[src/hw/rtl/msp_pkg.sv]
// Package with the item types, opcodes and constants of the minimal standard generator.
package msp_pkg;

  localparam int unsigned SeedW  = 32;
  localparam int unsigned ValueW = 64;
  localparam int unsigned ProdW  = 47;
  localparam int unsigned RandW  = 15;
  localparam int unsigned StepW  = 3;

  localparam logic [SeedW-1:0] ZeroSeedRepl = 32'h1234_5987;
  localparam logic [14:0]      LcgMult      = 15'd16807;
  localparam logic [SeedW-1:0] LcgMod       = 32'h7FFF_FFFF;
  localparam logic [5:0]       RandShift    = 6'd15;

  typedef enum logic [2:0] {
    OP_SET_SEED = 3'd0,
    OP_DRAW15   = 3'd1,
    OP_DRAW8    = 3'd2,
    OP_DRAW16   = 3'd3,
    OP_DRAW32   = 3'd4,
    OP_DRAW64   = 3'd5,
    OP_STEP_EXT = 3'd6
  } op_e;

  typedef struct packed {
    op_e              op;
    logic [SeedW-1:0] seed_value;
  } in_item_t;

  typedef struct packed {
    logic [ValueW-1:0] value;
    logic [SeedW-1:0]  new_seed;
  } out_item_t;

  // Commands from the controller to the datapath.
  typedef struct packed {
    logic             start;
    logic             mul;
    logic             fold;
    logic             emit;
    logic [StepW-1:0] step_idx;
    op_e              op;
  } cmd_t;

  // Number of chained generator steps an opcode needs.
  function automatic logic [StepW-1:0] steps_for(op_e op);
    logic [StepW-1:0] n;
    case (op)
      OP_DRAW15, OP_DRAW8, OP_STEP_EXT: n = 3'd1;
      OP_DRAW16:                        n = 3'd2;
      OP_DRAW32:                        n = 3'd3;
      OP_DRAW64:                        n = 3'd5;
      default:                          n = 3'd0;
    endcase
    return n;
  endfunction

endpackage

[src/hw/rtl/msp_ctrl.sv]
// Controller state machine that sequences the generator steps of one item.
module msp_ctrl (
  input  logic          clk_i,
  input  logic          rst_ni,
  input  logic          in_valid_i,
  input  msp_pkg::op_e  in_op_i,
  output logic          in_stall_o,
  output logic          out_valid_o,
  input  logic          out_stall_i,
  output msp_pkg::cmd_t cmd_o
);
  import msp_pkg::*;

  typedef enum logic [3:0] {
    ST_IDLE = 4'b0001,
    ST_MUL  = 4'b0010,
    ST_FOLD = 4'b0100,
    ST_EMIT = 4'b1000
  } state_e;

  state_e           state_q, state_d;
  op_e              op_q, op_d;
  logic [StepW-1:0] steps_q, steps_d;
  logic [StepW-1:0] step_q, step_d;
  logic             out_valid_q, out_valid_d;
  logic             accept;
  logic             out_free;
  logic [StepW-1:0] step_inc;

  assign accept   = in_valid_i && (state_q == ST_IDLE);
  assign out_free = !out_valid_q || !out_stall_i;
  assign step_inc = step_q + 3'd1;

  always_comb begin
    state_d     = state_q;
    op_d        = op_q;
    steps_d     = steps_q;
    step_d      = step_q;
    out_valid_d = out_valid_q && out_stall_i;
    cmd_o       = '0;
    cmd_o.op    = op_q;
    cmd_o.step_idx = step_q;
    case (state_q)
      ST_IDLE: begin
        if (accept) begin
          op_d      = in_op_i;
          steps_d   = steps_for(in_op_i);
          step_d    = '0;
          cmd_o.start = 1'b1;
          cmd_o.op    = in_op_i;
          state_d   = (steps_for(in_op_i) == '0) ? ST_EMIT : ST_MUL;
        end
      end
      ST_MUL: begin
        cmd_o.mul = 1'b1;
        state_d   = ST_FOLD;
      end
      ST_FOLD: begin
        cmd_o.fold = 1'b1;
        step_d     = step_inc;
        state_d    = (step_inc == steps_q) ? ST_EMIT : ST_MUL;
      end
      ST_EMIT: begin
        if (out_free) begin
          cmd_o.emit  = 1'b1;
          out_valid_d = 1'b1;
          state_d     = ST_IDLE;
        end
      end
      default: state_d = ST_IDLE;
    endcase
  end

  always_ff @(posedge clk_i or negedge rst_ni) begin
    if (!rst_ni) begin
      state_q     <= ST_IDLE;
      op_q        <= OP_SET_SEED;
      steps_q     <= '0;
      step_q      <= '0;
      out_valid_q <= 1'b0;
    end else begin
      state_q     <= state_d;
      op_q        <= op_d;
      steps_q     <= steps_d;
      step_q      <= step_d;
      out_valid_q <= out_valid_d;
    end
  end

  assign in_stall_o  = (state_q != ST_IDLE);
  assign out_valid_o = out_valid_q;

`ifndef NO_ASSERTIONS
  // A result never overwrites one that is still waiting.
  a_emit_free: assert property (@(posedge clk_i) disable iff (!rst_ni)
    cmd_o.emit |-> (!out_valid_q || !out_stall_i))
    else $error("result emitted over a stalled result");

  // An accepted item always keeps the controller busy in the cycle after acceptance.
  a_busy_after_accept: assert property (@(posedge clk_i) disable iff (!rst_ni)
    accept |=> in_stall_o)
    else $error("controller idle right after accepting an item");

  // The step counter stays within the step count of the current item.
  a_step_bound: assert property (@(posedge clk_i) disable iff (!rst_ni)
    (state_q == ST_FOLD) |-> (step_q < steps_q))
    else $error("step counter ran past the step count");
`endif

endmodule

[src/hw/rtl/msp_datapath.sv]
// Datapath with the seed registers, the shared multiply-and-fold unit and the output register.
module msp_datapath (
  input  logic                            clk_i,
  input  logic                            rst_ni,
  input  msp_pkg::cmd_t                   cmd_i,
  input  logic [msp_pkg::SeedW-1:0]       ext_seed_i,
  output msp_pkg::out_item_t              out_item_o
);
  import msp_pkg::*;

  logic [SeedW-1:0]  stored_seed_q, stored_seed_d;
  logic [SeedW-1:0]  work_seed_q, work_seed_d;
  logic [ProdW-1:0]  prod_q;
  logic [ValueW-1:0] acc_q, acc_d;
  out_item_t         out_q;
  logic [SeedW-1:0]  mul_src;
  logic [SeedW-1:0]  fold_sum;
  logic [SeedW-1:0]  fold_res;
  logic [5:0]        shamt;
  logic [ValueW-1:0] value_mux;

  // 16807 * seed < 2^47; the modulus is 2^31-1, so the high part folds onto the low part.
  assign mul_src  = (work_seed_q == '0) ? ZeroSeedRepl : work_seed_q;
  assign fold_sum = {16'd0, prod_q[ProdW-1:31]} + {1'b0, prod_q[30:0]};
  assign fold_res = (fold_sum >= LcgMod) ? (fold_sum - LcgMod) : fold_sum;
  assign shamt    = 6'(cmd_i.step_idx) * RandShift;

  always_comb begin
    stored_seed_d = stored_seed_q;
    work_seed_d   = work_seed_q;
    acc_d         = acc_q;
    if (cmd_i.start) begin
      acc_d = '0;
      case (cmd_i.op)
        OP_SET_SEED: stored_seed_d = ext_seed_i;
        OP_STEP_EXT: work_seed_d   = ext_seed_i;
        default:     work_seed_d   = stored_seed_q;
      endcase
    end
    if (cmd_i.fold) begin
      work_seed_d = fold_res;
      acc_d       = acc_q | (ValueW'(fold_res[RandW-1:0]) << shamt);
      if (cmd_i.op != OP_STEP_EXT) begin
        stored_seed_d = fold_res;
      end
    end
  end

  always_comb begin
    case (cmd_i.op)
      OP_DRAW15, OP_DRAW64, OP_STEP_EXT: value_mux = acc_q;
      OP_DRAW8:  value_mux = {56'd0, acc_q[7:0]};
      OP_DRAW16: value_mux = {48'd0, acc_q[15:0]};
      OP_DRAW32: value_mux = {32'd0, acc_q[31:0]};
      default:   value_mux = '0;
    endcase
  end

  always_ff @(posedge clk_i or negedge rst_ni) begin
    if (!rst_ni) begin
      stored_seed_q <= '0;
    end else begin
      stored_seed_q <= stored_seed_d;
    end
  end

  always_ff @(posedge clk_i) begin
    work_seed_q <= work_seed_d;
    acc_q       <= acc_d;
    if (cmd_i.mul) begin
      prod_q <= ProdW'(mul_src) * ProdW'(LcgMult);
    end
    if (cmd_i.emit) begin
      out_q.value    <= value_mux;
      out_q.new_seed <= (cmd_i.op == OP_STEP_EXT) ? work_seed_q : stored_seed_q;
    end
  end

  assign out_item_o = out_q;

`ifndef NO_ASSERTIONS
  // Every folded seed is fully reduced below the modulus.
  a_fold_reduced: assert property (@(posedge clk_i) disable iff (!rst_ni)
    cmd_i.fold |=> (work_seed_q < LcgMod))
    else $error("folded seed not reduced");

  // A step from an external seed leaves the stored seed alone.
  a_ext_keeps_seed: assert property (@(posedge clk_i) disable iff (!rst_ni)
    (cmd_i.fold && cmd_i.op == OP_STEP_EXT) |=> $stable(stored_seed_q))
    else $error("external step changed the stored seed");

  // An 8-bit draw leaves only the low byte set.
  a_draw8_mask: assert property (@(posedge clk_i) disable iff (!rst_ni)
    (cmd_i.emit && cmd_i.op == OP_DRAW8) |=> (out_q.value[ValueW-1:8] == '0))
    else $error("8-bit draw has high bits set");
`endif

endmodule

[src/hw/rtl/minimal_standard_prng.sv]
// Top level of the minimal standard generator: controller and datapath.
//
// Input channel: in_valid_i / in_stall_o carry one item of opcode and seed value.
// An item is taken when in_valid_i is high and in_stall_o is low. The output
// channel out_valid_o / out_stall_i returns exactly one result item per input
// item: the assembled value and the seed after the item.
// Each generator step runs in turn on the one shared unit: a 32x15
// multiply into a product register, then a fold and conditional subtract that
// reduces modulo 2^31-1. An item needs n steps (0 for set seed and the unused
// opcode, 1 for the 15-bit, 8-bit and external-seed steps, 2, 3 and 5 for the
// 16, 32 and 64-bit draws); after its last step the result is written to the
// output register, and the next item is taken only once the controller is idle
// again, so no new item enters while one is still being worked on.
// The result sits in an output register, so a new item is accepted while a
// stalled result waits; the block holds the next result back until that
// register is free. Reset clears the stored seed to zero and drops any
// pending result.
module minimal_standard_prng (
  input  logic                 clk_i,
  input  logic                 rst_ni,
  input  logic                 in_valid_i,
  output logic                 in_stall_o,
  input  msp_pkg::in_item_t    in_item_i,
  output logic                 out_valid_o,
  input  logic                 out_stall_i,
  output msp_pkg::out_item_t   out_item_o
);
  import msp_pkg::*;

  cmd_t cmd;

  msp_ctrl u_ctrl (
    .clk_i       (clk_i),
    .rst_ni      (rst_ni),
    .in_valid_i  (in_valid_i),
    .in_op_i     (in_item_i.op),
    .in_stall_o  (in_stall_o),
    .out_valid_o (out_valid_o),
    .out_stall_i (out_stall_i),
    .cmd_o       (cmd)
  );

  msp_datapath u_datapath (
    .clk_i      (clk_i),
    .rst_ni     (rst_ni),
    .cmd_i      (cmd),
    .ext_seed_i (in_item_i.seed_value),
    .out_item_o (out_item_o)
  );

endmodule
[config.mk]
export PLATFORM = sky130hd
export DESIGN_NAME = minimal_standard_prng
export DESIGN_NICKNAME = d
export VERILOG_FILES = /design/src/hw/rtl/msp_pkg.sv /design/src/hw/rtl/msp_ctrl.sv /design/src/hw/rtl/msp_datapath.sv /design/src/hw/rtl/minimal_standard_prng.sv
export SDC_FILE = /design/constraint.sdc
export NUM_CORES = 1
export LEC_CHECK = 0
export BUFFER_PORTS_ARGS = -buffer_cell sky130_fd_sc_hd__buf_2
export CELL_PAD_IN_SITES_DETAIL_PLACEMENT = 0
export CELL_PAD_IN_SITES_GLOBAL_PLACEMENT = 1
export CORE_ASPECT_RATIO = 1.1
export CORE_MARGIN = 3
export CORE_UTILIZATION = 53
export DETAILED_ROUTE_END_ITERATION = 10
export GPL_TIMING_DRIVEN = 0
export PLACE_DENSITY_LB_ADDON = 0.15
export SLEW_MARGIN = 20
export SYNTH_ARGS = -nofsm -noshare
export SYNTH_HDL_FRONTEND = slang
export SYNTH_SLANG_ARGS = --single-unit
[constraint.sdc]
create_clock -name clk_i -period 17.03 [get_ports clk_i]
set_clock_uncertainty 0.1 [all_clocks]
set_input_delay 2.5545 -clock clk_i [delete_from_list [all_inputs] [get_ports clk_i]]
set_output_delay 2.5545 -clock clk_i [all_outputs]
set_load 0.1 [all_outputs]
== Word level (Yosys, flattened, before mapping) ==
Cells that the tools add are included.
Word-level totals
  bits in registers: 285
  input bits: 39
Operators by class
  $add $sub $neg: 3
  $mul: 2
  order comparisons: 1
  equal/unequal tests: 22
  shifts and indexed selects: 1
  mux-type cells: 33
  bitwise logic cells: 1
  reduce and logical (&&, ||, !) cells: 16
Operators with widths (number)
  $mux W32: 9
  $pmux W64 S4: 1
  $mux W64: 2
  $or A64 B64 Y64: 1
  $pmux W32 S2: 1
  $shl A15 B6 Y64: 1
  $mul A32 B15 Y47 const B: 1
  $add A16 B31 Y32: 1
  $ge A32 B31 Y1 const B: 1
  $logic_not A32 Y1: 1
  $sub A32 B31 Y32 const B: 1
  $eq A3 B3 Y1 const B: 6
  $mux W4: 4
  $pmux W4 S4: 1
  $mux W3: 5
  $eq A3 B2 Y1 const B: 4
  $pmux W3 S4: 1
  $mux W1: 8
  $reduce_and A2 Y1: 4
  $eq A3 B1 Y1 const B: 2
  $logic_not A3 Y1: 2
  $mul A3 B4 Y6 const B: 1
  $pmux W3 S2: 1
  $reduce_or A3 Y1: 2
  14 further kinds: 18

== Longest topological paths before layout ==
  depth in word-level cells: 9
  gate-level depth with buffers: 32

== Cells and area by module ==
Synthesis repeated with hierarchy kept, for this count alone.
Unflattened totals
  cell total of the unflattened synthesis: 2495
  area total of the unflattened synthesis: 24054.3 um2
By module, submodules not included
  msp_datapath: times used 1, cells each 2430, area each 23302.3 um2, sequential area each 7977.7 um2
  msp_ctrl: times used 1, cells each 65, area each 752.0 um2, sequential area each 351.6 um2

== Worst setup path after synthesis ==
No wires, ideal clock.
  kind: input -> register
  start point: in out_stall_i
  end point: reg u_datapath.out_q (netlist bit u_datapath.out_item_o[0]) (enable)
  arrival time: 7.091 ns
  data required time: 16.348 ns
  slack: 9.258 ns
  stages: 1
  buffers on the path: 0
  cell sequence: a21oi_1
Between the ends
  word-level cells in the longest chain between the ends: 4
Ends and longest elaborated chain
  start, declared: line minimal_standard_prng.sv:25  | input logic out_stall_i,
  $logic_not A1 Y1: line msp_ctrl.sv:31  | assign out_free = !out_valid_q || !out_stall_i;
  $logic_or A1 B1 Y1: line msp_ctrl.sv:31
  $mux W1: line msp_ctrl.sv:64  | if (out_free) begin
  $mux W1: line msp_ctrl.sv:43  | case (state_q)
  end, declared: line msp_datapath.sv:15  | out_item_t out_q;
No other way between the ends.
A chain may end at the register's enable or synchronous reset.

== Worst setup path after layout ==
  start point: reg u_datapath.work_seed_q[29]
  end point: reg u_datapath.prod_q[44], data pin
Between the ends
  word-level cells in the longest chain between the ends: 3
Ends and longest elaborated chain
  start, declared: line msp_datapath.sv:12  | logic [SeedW-1:0] work_seed_q, work_seed_d;
  start signal, assigned: line msp_datapath.sv:68  | work_seed_q <= work_seed_d;
  $logic_not A32 Y1: line msp_datapath.sv:23  | assign mul_src = (work_seed_q == '0) ? ZeroSeedRepl : work_seed_q;
  $mux W32 (*): line msp_datapath.sv:23
  $mul A32 B15 Y47 (*): line msp_datapath.sv:71  | prod_q <= ProdW'(mul_src) * ProdW'(LcgMult);
  end signal, assigned: line msp_datapath.sv:71
  end, declared: line msp_datapath.sv:13  | logic [ProdW-1:0] prod_q;
Every way passes the cells marked *; elsewhere a longest branch is shown, timed or not.

==> impl_metrics.tcl <==
set metrics [dict create \
    cp_common_cell "fa_1" \
    hold-path-endpoint "u_ctrl.steps_q[0]" \
    cts_resized 0 \
    synth_xor_area_frac 0.0391 \
    row_count 80 \
    critical_path_required_ps 17230 \
    final_common_cell "inv_1" \
    gp_congestion 0.969 \
    crit_family "adder cells" \
    grt_overflow 0 \
    clockBufferDepth 3 \
    grt_pass1_vias 19400 \
    routedWlPerCell_um 22.6 \
    antenna_found_initial 0 \
    holdPathStages 2 \
    pin_count 137 \
    syn2layout_area_growth_pct 11.0 \
    drtIter0Drc 1344 \
    crit_slowest_cell "a2111oi_0" \
    syn_inst 2476 \
    synth_compound_area_frac 0.140 \
    finalCritPeriodShare 0.556 \
    slowest_delay_ps 700 \
    cts_hold_buf 0 \
    yosys_warnings 0 \
    drt_wl_total_um 73600 \
    cp-start-kind "flop" \
    yosys.area_share.simple 0.162 \
    crit_fanout 10 \
    num_vias 19200 \
    cts_setup_buffers 0 \
    vias_per_cell 5.90 \
    max-slew-margin-rel 0.285 \
    r2r_cells 28 \
    syn-cell-area_um2 23500 \
    core-area_um2 43500 \
    synth_top_family_by_area "adder cells" \
    synth_edf_count 239 \
    max_freq_ghz 0.106 \
    synth.distinct_cells 86 \
    reg2reg_from "u_datapath.work_seed_q[29]" \
    setup.worst_path.class "flop to flop" \
    grt_max_degree 57 \
    drtAntennaViolNets 0 \
    cts_root_buf "clkbuf_16" \
    min_from "u_ctrl.steps_q[0]" \
    status "finished clean" \
    drv_cap 0 \
    synth_fa_ha_area_frac 0.216 \
    synth_mux_area_frac 0.0231 \
    clk_latency_ps 570 \
    rr_endpoint "u_datapath.prod_q[44]" \
    die_w_um 207 \
    grt_usage 0.313 \
    post-route-drc-count 0 \
    drv_slew 0 \
    cts_sinks 285 \
    dp_hpwl_um 60400 \
    ys_dominant_reg_cell "edfxtp_1" \
    end_kind "flop" \
    ys_async_sr_fraction 0.161 \
    clk_pin_slew_ps 80 \
    initial_utilization 0.539 \
    drive_gt1_frac 0.108 \
    synth_seq_cells 285 \
    fin_cells 3250 \
    setup_viol 0 \
    fin_crit_ps 9460 \
    hold_path.class "flop to flop" \
    tightestPinTransition_ps 1060 \
    cts_buffers 28 \
    ys_seq_area_frac 0.355 \
    htree_levels 1 \
    hold_viol 0 \
    nets 3026 \
    die_y_um 227 \
    tritoncts "built" \
    synth.avg_cell_area_um2 9.49 \
    firstDrtPassIters 6 \
    grt_pass1_wl_um 111000 \
    fillers 3849 \
    cp.arrival_ps 9670 \
    setup_tns_ps 0 \
    final_cell_mix "276 x inv_1, 244 x nand2_1, 239 x edfxtp_1" \
    syn_nets 2848 \
    dp.cells 3198 \
    rrSetupSlack_ps 7570 \
    rsz0062_at_grt "no" \
    die_area_um2 46900 \
    port_buffers 136 \
    path_buf_inv 6 \
]
==> metrics by stage <==
stage	worst slack, ps	util	area [um^2]	hold slack (ps)
2_1_floorplan	9260	-	23500	368
3_3_place_gp	7530	0.572	24900	384
3_5_place_dp	7620	0.577	25100	394
4_1_cts	7560	0.598	26100	410
5_1_grt	7100	0.599	26100	438
6_report	7570	0.599	26100	411
==> cell families (layout without fill, tap and decap cells) <==
logic type	after synthesis	count (layout)
simple gates	800	800
compound gates	509	509
buf+inv	395	593
fa+ha+maj	334	334
flops	285	285
xor+xnor	104	104
mux	49	49
other cells	0	2
==> metal layers <==
layer  up-vias  share of wire  GRT usage
li1       8995              -          -
met1      9271           0.37      0.358
met2       721           0.51      0.568
met3       201          0.052     0.0297
met4         0          0.070      0.183
met5         -              0          0
==> cell type report <==
type | count | area, um^2 | area share
Timing Repair Buffer | 148 | 897 | 0.0344
Antenna cell | 2 | 5.00 | 0.000192
Inverter | 277 | 1040 | 0.0399
Tap cell | 574 | 718 | 0.0275
Buffer | 118 | 463 | 0.0178
Sequential cell | 285 | 8330 | 0.319
Multi-Input combinational cell | 1796 | 13700 | 0.526
Clock inverter | 19 | 206 | 0.00792
Clock buffer | 31 | 712 | 0.0273
==> state kept, by name, summed over array words and instances (netlist names) <==
signal and flops:
u_datapath.stored_seed_q 32, u_datapath.prod_q 47, u_ctrl.state_q 4, u_datapath.work_seed_q 32
u_datapath.acc_q 64, u_ctrl.op_q 3, u_ctrl.out_valid_o 1, u_ctrl.step_q 3
u_datapath.out_item_o 96, u_ctrl.steps_q 3
==> cell usage after synthesis (4+ instances only) <==
library cell  count  area [um^2]
edfxtp_1        239         7180
a31oi_1          30          188
xor2_1           44          385
or2_2            34          213
a2111oi_1         5         50.1
a22oi_1          14          105
or3_1             9         56.3
nand2_1         245          920
o31a_1            4         35.0
a21oi_1         160          801
nand4_1          19          119
nor2b_1          36          225
nor2_1          212          796
a311oi_1          5         43.8
a21boi_0          8         60.1
or4_1             4         30.0
a211oi_1         22          165
xnor2_1          59          517
nor3_1           51          255
clkbuf_1        105          394
dfrtp_1          45         1130
nand3_1          46          230
and3_1           42          263
and2_1           51          319
o21a_1           16          120
o2111ai_1         9         78.8
a221oi_1         16          140
ha_1            212         2650
inv_1           276         1040
buf_1             4         15.0
mux2i_1          26          260
o21ai_0         104          521
nor4_1           21          131
o31ai_1          11         82.6
o22ai_1           5         31.3
nand3b_1          7         52.6
buf_2             7         35.0
fa_1            121         2420
mux2_2           21          236
a21o_1           31          233
nand2b_1         11         68.8
o21bai_1         13         97.6
o211ai_1          9         67.6
==> worst min-delay path, cell delays in order, from the launching register on <==
cell and delay (ps):
dfrtp_1 360, nand2_1 60, o31ai_1 60
==> worst max path at each step <==
stage                          startpoint                        end  slack [ps]  cells past startpoint
5_1_grt        u_datapath.work_seed_q[29]      u_datapath.prod_q[44]        7100                     31
2_1_floorplan                 out_stall_i   u_datapath.out_item_o[0]        9260                      1
6_report       u_datapath.work_seed_q[29]      u_datapath.prod_q[44]        7570                     28
3_5_place_dp   u_datapath.work_seed_q[29]      u_datapath.prod_q[44]        7620                     28
4_1_cts        u_datapath.work_seed_q[29]      u_datapath.prod_q[44]        7560                     28
3_3_place_gp                  out_stall_i  u_datapath.out_item_o[58]        7530                      2
Power is left out: the tool's default activity adds up to more than one toggle a clock period on the data nets, which glitch-free logic cannot reach.
